$ cat src/hdl/likelihood_field_grid_unit_defines.svh
// Assertion macros for the likelihood field grid unit.
`ifndef LIKELIHOOD_FIELD_GRID_UNIT_DEFINES_SVH
`define LIKELIHOOD_FIELD_GRID_UNIT_DEFINES_SVH
// Implication checked at every clock edge, off while in reset.
`define LFG_ASSERT_IMPL(label, clk, rst_n, ante, cons, msg) \
  label: assert property (@(posedge clk) disable iff (!rst_n) (ante) |-> (cons)) \
    else $error(msg);
// Next-cycle implication.
`define LFG_ASSERT_NEXT(label, clk, rst_n, ante, cons, msg) \
  label: assert property (@(posedge clk) disable iff (!rst_n) (ante) |=> (cons)) \
    else $error(msg);
`endif

$ cat src/hdl/lfg_pkg.sv
// Shared types and constants of the likelihood field grid unit.
`default_nettype none
package lfg_pkg;
  localparam int unsigned CFG_W = 32;
  localparam logic [2:0] REG_WIDTH  = 3'd0;
  localparam logic [2:0] REG_HEIGHT = 3'd1;
  localparam logic [2:0] REG_ORG_X  = 3'd2;
  localparam logic [2:0] REG_ORG_Y  = 3'd3;
  localparam logic [2:0] REG_RES    = 3'd4;
  localparam logic signed [7:0] OCC_THRESHOLD = 8'sd50;
  localparam logic [5:0] CELL_MAX = 6'd63;
  localparam logic OP_LOAD  = 1'b0;
  localparam logic OP_QUERY = 1'b1;
  localparam int unsigned DIV_N = 33;

  // Item as queued between front and back.
  typedef struct packed {
    logic        is_query;
    logic [7:0]  col;
    logic [7:0]  row;
    logic signed [32:0] dx;
    logic signed [32:0] dy;
  } cmd_t;
endpackage
`default_nettype wire

$ cat src/hdl/lfg_front.sv
// Front end: accepts items, drops dead loads, forms origin offsets.
`default_nettype none
module lfg_front (
  input  wire logic                clk,
  input  wire logic                rst_n,
  input  wire logic                in_valid,
  output logic                     in_stall,
  input  wire logic                in_op,
  input  wire logic [7:0]          in_cell_col,
  input  wire logic [7:0]          in_cell_row,
  input  wire logic signed [7:0]   in_occupancy,
  input  wire logic signed [31:0]  in_world_x,
  input  wire logic signed [31:0]  in_world_y,
  input  wire logic [8:0]          w_use,
  input  wire logic [8:0]          h_use,
  input  wire logic signed [31:0]  org_x,
  input  wire logic signed [31:0]  org_y,
  output logic                     q_valid,
  output lfg_pkg::cmd_t            q_cmd,
  input  wire logic                q_pop,
  output logic                     busy
);
  import lfg_pkg::*;
  localparam int unsigned QD = 2;
  cmd_t q_r [QD];
  logic [1:0] cnt_r, cnt_nxt;
  logic wp_r, rp_r;
  logic acc, keep, push;
  cmd_t c;

  assign in_stall = (cnt_r == 2'(QD));
  assign acc = in_valid && !in_stall;
  assign keep = (in_op == OP_QUERY) ||
                ({1'b0, in_cell_col} < w_use && {1'b0, in_cell_row} < h_use &&
                 in_occupancy > OCC_THRESHOLD);
  assign push = acc && keep;
  assign q_valid = (cnt_r != 2'd0);
  assign q_cmd = q_r[rp_r];
  assign busy = q_valid;

  always_comb begin
    c.is_query = in_op;
    c.col = in_cell_col;
    c.row = in_cell_row;
    c.dx = 33'(in_world_x) - 33'(org_x);
    c.dy = 33'(in_world_y) - 33'(org_y);
    cnt_nxt = cnt_r + 2'(push) - 2'(q_pop && q_valid);
  end

  always_ff @(posedge clk) begin
    if (!rst_n) begin
      cnt_r <= '0; wp_r <= 1'b0; rp_r <= 1'b0;
    end else begin
      cnt_r <= cnt_nxt;
      if (push) wp_r <= ~wp_r;
      if (q_pop && q_valid) rp_r <= ~rp_r;
    end
    if (push) q_r[wp_r] <= c;
  end
endmodule
`default_nettype wire

$ cat config.mk
export PLATFORM = sky130hd
export DESIGN_NAME = lfg_front
export DESIGN_NICKNAME = d
export VERILOG_FILES = /design/src/hdl/likelihood_field_grid_unit_defines.svh /design/src/hdl/lfg_pkg.sv /design/src/hdl/lfg_front.sv
export SDC_FILE = /design/constraint.sdc
export NUM_CORES = 1
export LEC_CHECK = 0
export ABC_AREA = 1
export BUFFER_PORTS_ARGS = -buffer_cell sky130_fd_sc_hd__buf_2
export CORE_ASPECT_RATIO = 0.5
export CORE_MARGIN = 8
export CORE_UTILIZATION = 40
export CTS_CLUSTER_SIZE = 12
export DETAILED_ROUTE_END_ITERATION = 8
export GPL_ROUTABILITY_DRIVEN = 0
export PLACE_DENSITY = 0.63
export SLEW_MARGIN = 25
export SYNTH_ARGS = -nofsm -noshare
export SYNTH_HDL_FRONTEND = slang
export SYNTH_SLANG_ARGS = --single-unit
export TNS_END_PERCENT = 50
$ cat constraint.sdc
create_clock -name clk -period 8 [get_ports clk]
set_input_delay 1.6 -clock clk [delete_from_list [all_inputs] [get_ports clk]]
set_output_delay 1.6 -clock clk [all_outputs]
set_load 0.03 [all_outputs]
==> results of run 1 <==
worst max-delay path, cell delays in order, from the launching register on:
cell and delay, ps:
dfxtp_4 630, buf_4 670, mux2_2 430, buf_2 180
worst min path at each step:
stage               cells after the start  endpoint              start  slack, ps
CTS                                     1      flop  rp_r$_SDFFE_PN0P_        450
detailed placement                      1      flop  rp_r$_SDFFE_PN0P_        440
global route                            1      flop  rp_r$_SDFFE_PN0P_        490
finish                                  1      flop  rp_r$_SDFFE_PN0P_        450
floorplan                               1      flop  rp_r$_SDFFE_PN0P_        430
global placement                        1      flop  rp_r$_SDFFE_PN0P_        420
cells by family after synthesis:
| group | Yosys count |
|---|---|
| xor gates and xnor gates | 41 |
| AOI/OAI and AO/OA | 189 |
| DFF | 171 |
| buffers and inverters | 176 |
| muxes | 83 |
| and+or+nand+nor | 414 |
| adders and majority gates | 82 |
final cells by class:
type	count	area (um^2)	area share
Clock inverter	12	141	0.0108
Multi-Input combinational cell	809	5090	0.387
Inverter	166	624	0.0475
Tap cell	352	440	0.0335
Sequential cell	171	5090	0.387
Timing Repair Buffer	264	1330	0.101
Clock buffer	19	433	0.0329
per-layer routing:
layer	part of all wire	vias up	global-route usage
li1	-	4483	-
met1	0.41	4208	0.207
met2	0.52	280	0.338
met3	0.043	56	0.0272
met4	0.025	0	0.0668
met5	0	-	0
where the power goes:
group / total [mW] / switching (mW) / leakage, nW / internal (mW)
Sequential: 1.17 / 0.0415 / 1.57 / 1.13
Combinational: 1.11 / 0.732 / 4.14 / 0.379
Clock: 0.813 / 0.351 / 0.270 / 0.462
Total: 3.10 / 1.12 / 5.98 / 1.97
cell usage after synthesis (2+ instances only):
master / instances / area share
buf_2: 8 / 0.0037
xnor2_1: 9 / 0.0073
edfxtp_1: 166 / 0.46
o21ai_2: 12 / 0.0097
o21ai_1: 10 / 0.0046
o21ai_0: 43 / 0.020
nand3b_1: 3 / 0.0021
a21oi_2: 6 / 0.0048
nand4_1: 14 / 0.0081
nand3_1: 37 / 0.017
a21boi_2: 2 / 0.0021
nand2_1: 251 / 0.087
dfxtp_1: 5 / 0.0092
ha_1: 80 / 0.092
o21bai_1: 2 / 0.0014
mux2_2: 83 / 0.086
o21a_1: 14 / 0.0097
nor2_1: 99 / 0.034
xor2_1: 32 / 0.026
nor2_2: 2 / 0.0012
nor3_1: 4 / 0.0018
a21oi_1: 97 / 0.045
fa_1: 2 / 0.0037
inv_1: 166 / 0.057
nand3_2: 2 / 0.0018
registers in the layout, indices dropped and copies added, names as in the netlist, named ones only:
| signal | count |
|---|---|
| q_r | 166 |
| cnt_r | 2 |
| rp_r | 1 |
| wp_r | 1 |
metrics by stage:
stage / area (um^2) / setup slack, ps / util
after floorplan: 10800 / 1540 / -
after CTS: 13200 / 3920 / 0.496
after detailed placement: 12600 / 3590 / 0.474
after global routing: 13200 / 3820 / 0.496
final: 13200 / 4020 / 0.496
after global placement: 12600 / 3630 / 0.474
==> results.txt, run 1 <==
Result of the run: completed
Power density normalized to cell area: 235 mW/mm^2
CTS Buffer Depth: 2
Adder-Cell Fraction of Synth Area: 0.0960
CTS tree: done
Peak fanout along the critical path: 53
Post-layout nets: 1686
Multiplexer share of the synthesized area: 0.0862
Mapped Nets: 1413
Count of instances resized after the clock tree is built: 0
Synth Area in Compound Gates: 0.0991
Number of setup violations in the final report: 0
Cell area after technology mapping: 0.0108 mm^2
Total global routing track utilization: 0.180
Setup repair after global routing missed its margin: false
Average cell area after synthesis: 9.38 um^2
Fmax achieved: 251 MHz
Post-CTS Hold Buffers: 0
Count of nets left with antenna violations after detail routing: 0
Async SR Flop Fraction: 0
Site Rows: 42
Grt total ovfl: 0
Worst reg2reg startpoint: cnt_r[1]$_SDFF_PN0_
Layout cells sized above 1: 0.280
Area Overhead vs Synth: 21.3%
Fin crit period: 3980 ps
Count of port buffers added during placement: 260
Critical Path RT: 6400 ps
Worst Hold Slack: 448 ps
Insertion delay to the later sink of the worst-skew pair: 440 ps
Die Y: 132 um
Slew at the pin with the worst max-slew slack: 736 ps
Average wire per standard cell: 16.8 um
Number of buffers inserted to repair setup after CTS: 0
Type of the setup path with the least slack: flop to output port
Worst VDD drop: 0.000152 V
Max_cap viols: 0
Boundary pin count: 261
Portion of the clock cycle consumed by the worst path in the final layout: 0.498
Warnings, synthesis: 0
Total count of max-transition violations in the final report: 0
Critical path endpoint category: output port
Post-Syn Instances: 1156
Diode insertion count for antenna repair: 0
Core footprint: 0.0265 mm^2
Via count of the first global-routing pass: 9574
Clk slew on worst S/H paths: 60 ps
Cell at the root of the clock tree: clkbuf_16
Post-synthesis cell type count: 32
Final wirelength: 30.2 mm
Number of cells after detailed placement: 1762
Inserted Clock Buffers: 17
Maximum number of pins on one net before global-route repair: 54
Residual DRC count: 0
Detailed placement HPWL: 24.5 mm
Largest family of logic cells by synthesized area: simple AND/OR/NAND/NOR gates
Post-detailed-route via-to-cell ratio: 5.03
Predominant post-synthesis flop cell: edfxtp_1
Number of antenna violations at the first check in global routing: 0
# clock sinks: 171
Number of levels in the clock H-tree: 4
HP Class: flop to flop
Die boundary width: 249 um
Setup TNS: 0 ps
Filler cell count: 2495
Setup slack of the worst register-to-register path: 5720 ps
Termination of the worst setup path: q_cmd[49]
Die Outline Area: 0.0330 mm^2
Static leakage power: 5.98 nW
FF-to-FF End: q_r[1][51]$_DFFE_PP_
Wire length of the first global-routing pass: 48.3 mm
Cells on worst reg2reg path: 6
Starting DRC count in detailed routing: 692
Commonest cells after routing, fill and taps aside: 260 x buf_2, 251 x nand2_1, 166 x edfxtp_1
Synthesis-stage register bit count: 171
Simple-gate area share of the yosys netlist: 0.154
Final standard cell count with taps included and fillers excluded: 1793
Drt first pass iters: 7
Proportion of synthesized chip area in sequential cells: 0.469
Normalized max-slew margin: 0.510
Leading cell type in the layout, fill and taps excluded: buf_2
Number of flops mapped to enable cells by yosys: 166
Maximum clock skew at final layout: 9.46 ps
Data arrival time at the worst-slack endpoint: 2380 ps
Xor and xnor area share after synthesis: 0.0331
Final Hold Violating Endpoints: 0
Total number of vias: 9027
Startpoint class of the critical path: flop
Effective utilization at floorplan: 0.409
Total power draw: 3.10 mW
Note: power is estimated with default switching activity, not from simulation.
==> run 2: changes to the inputs <==
Clock period 8 ns to 3.9 ns, I/O delays scaled along.
==> run 2 against run 1 <==
  * Routed wire length is 0.33% higher
  * Die area stayed put
  * Global-route usage is 0.075 points lower
  * Non-clock buffer count is 1 higher
  * Clock skew is 3.5 ps lower
  * Register-to-register slack worse by 3600 ps
  * Sequential power is 110% higher
  * Combinational power is 110% higher
  * First-iteration DRC count is 3.9% higher
  * Critical path type unchanged
  * Critical endpoint is now q_cmd[44]
  * Highest routed layer unchanged
==> results.txt, run 2 (synthesis results as in run 1) <==
Switching power as a share of total power: 0.361
Count of instances resized after the clock tree is built: 0
Number of antenna violations at the first check in global routing: 0
Wire length of the first global-routing pass: 48.6 mm
Drt first pass iters: 5
Maximum number of pins on one net before global-route repair: 50
Number of levels in the clock H-tree: 4
Sequential share of power: 0.377
Die Outline Area: 0.0330 mm^2
Residual DRC count: 0
Worst VDD drop: 0.000301 V
Post-CTS Hold Buffers: 0
Detailed placement HPWL: 24.5 mm
Fin crit period: 2910 ps
Number of buffers inserted to repair setup after CTS: 0
# clock sinks: 171
Clk slew on worst S/H paths: 70 ps
Area of all placed cells without fillers: 0.0132 mm^2
Normalized max-slew margin: 0.585
Setup repair after global routing missed its margin: false
Boundary pin count: 261
Portion of the clock cycle consumed by the worst path in the final layout: 0.747
Power density normalized to cell area: 485 mW/mm^2
Grt total ovfl: 0
Setup slack of the worst register-to-register path: 2100 ps
Static leakage power: 6.02 nW
Max_cap viols: 0
Diode insertion count for antenna repair: 0
Cell area reported after detailed placement: 0.0126 mm^2
Layout cells sized above 1: 0.282
Maximum clock skew at final layout: 5.92 ps
Largest register FFs: 166
Data arrival time at the worst-slack endpoint: 2130 ps
P_int: 4.10 mW
Registers with the highest flip-flop counts: q_r (166), cnt_r (2)
Leading cell type in the layout, fill and taps excluded: buf_2
Startpoint class of the critical path: flop
Critical path endpoint category: output port
Site Rows: 42
Result of the run: completed
Count of port buffers added during placement: 260
Type of the setup path with the least slack: flop to output port
Starting DRC count in detailed routing: 719
Die Y: 132 um
Cells on worst reg2reg path: 6
Effective utilization at floorplan: 0.409
Setup TNS: 0 ps
Slew at the pin with the worst max-slew slack: 622 ps
Core footprint: 0.0265 mm^2
Fmax achieved: 343 MHz
Register with the most flip-flops: q_r
Die boundary width: 249 um
Total count of max-transition violations in the final report: 0
Via count of the first global-routing pass: 9589
Portion of total power attributed to combinational logic: 0.358
Cell at the root of the clock tree: clkbuf_16
Termination of the worst setup path: q_cmd[44]
Final standard cell count with taps included and fillers excluded: 1795
Insertion delay to the later sink of the worst-skew pair: 430 ps
Post-detailed-route via-to-cell ratio: 5.03
CTS Buffer Depth: 2
CTS tree: done
Area Overhead vs Synth: 22.0%
Number of cells after detailed placement: 1763
Total number of vias: 9033
Average wire per standard cell: 16.9 um
Critical Path RT: 3120 ps
Final design utilization: 0.498
Number of setup violations in the final report: 0
FF-to-FF End: q_r[1][39]$_DFFE_PP_
Worst reg2reg startpoint: cnt_r[1]$_SDFF_PN0_
Clock network power share: 0.266
Post-layout nets: 1687
Commonest cells after routing, fill and taps aside: 260 x buf_2, 251 x nand2_1, 166 x edfxtp_1
Peak fanout along the critical path: 44
Net switching power figure: 2.31 mW
Final Hold Violating Endpoints: 0
HP Class: flop to flop
Total global routing track utilization: 0.180
Final wirelength: 30.3 mm
Inserted Clock Buffers: 17
Count of nets left with antenna violations after detail routing: 0
==> run 2: routing by layer <==
metal / up-vias / GRT usage / wire, um
li1: 4476 / - / -
met1: 4276 / 0.202 / 12500
met2: 242 / 0.348 / 16100
met3: 39 / 0.0303 / 1210
met4: 0 / 0.0482 / 524
met5: - / 0 / 0
==> run 2: stage by stage <==
| step | total power, mW | worst slack [ps] | hold WS, ps |
|---|---|---|---|
| floorplan | 4.04 | 171 | 425 |
| global placement | 4.75 | 892 | 428 |
| detailed placement | 4.77 | 870 | 432 |
| CTS | 6.48 | 917 | 443 |
| global route | 6.72 | 870 | 494 |
| finish | 6.42 | 988 | 440 |
==> run 2: cell type report <==
| cell class | instances | area (um^2) |
|---|---|---|
| multi-input combinational | 809 | 5090 |
| timing repair buffer | 265 | 1390 |
| tap | 352 | 440 |
| clock inverter | 11 | 134 |
| clock buffer | 21 | 460 |
| inverter | 166 | 624 |
| sequential | 171 | 5090 |
| fill | 2502 | 13300 |
==> run 2: worst min-delay path by stage <==
stage / depth (start not counted) / endpoint / slack, ps / from
finish: 1 / flop / 440 / rp_r$_SDFFE_PN0P_
global route: 1 / flop / 490 / rp_r$_SDFFE_PN0P_
CTS: 1 / flop / 440 / rp_r$_SDFFE_PN0P_
detailed placement: 1 / flop / 430 / rp_r$_SDFFE_PN0P_
global placement: 1 / flop / 430 / rp_r$_SDFFE_PN0P_
floorplan: 1 / flop / 430 / rp_r$_SDFFE_PN0P_
==> run 2: power by group through the flow <==
stage / Sequential (mW) / Combinational, mW / Clock, mW
4_1_cts: 2.42 / 2.32 / 1.73
6_report: 2.42 / 2.29 / 1.70
2_1_floorplan: 2.39 / 1.65 / 0
5_1_grt: 2.44 / 2.48 / 1.81
3_5_place_dp: 2.46 / 2.31 / 0
3_3_place_gp: 2.45 / 2.30 / 0
==> run 2: critical path: stages (launching register included) <==
cell and delay [ps]:
dfxtp_4 740, buf_12 330, mux2_2 390, buf_2 180
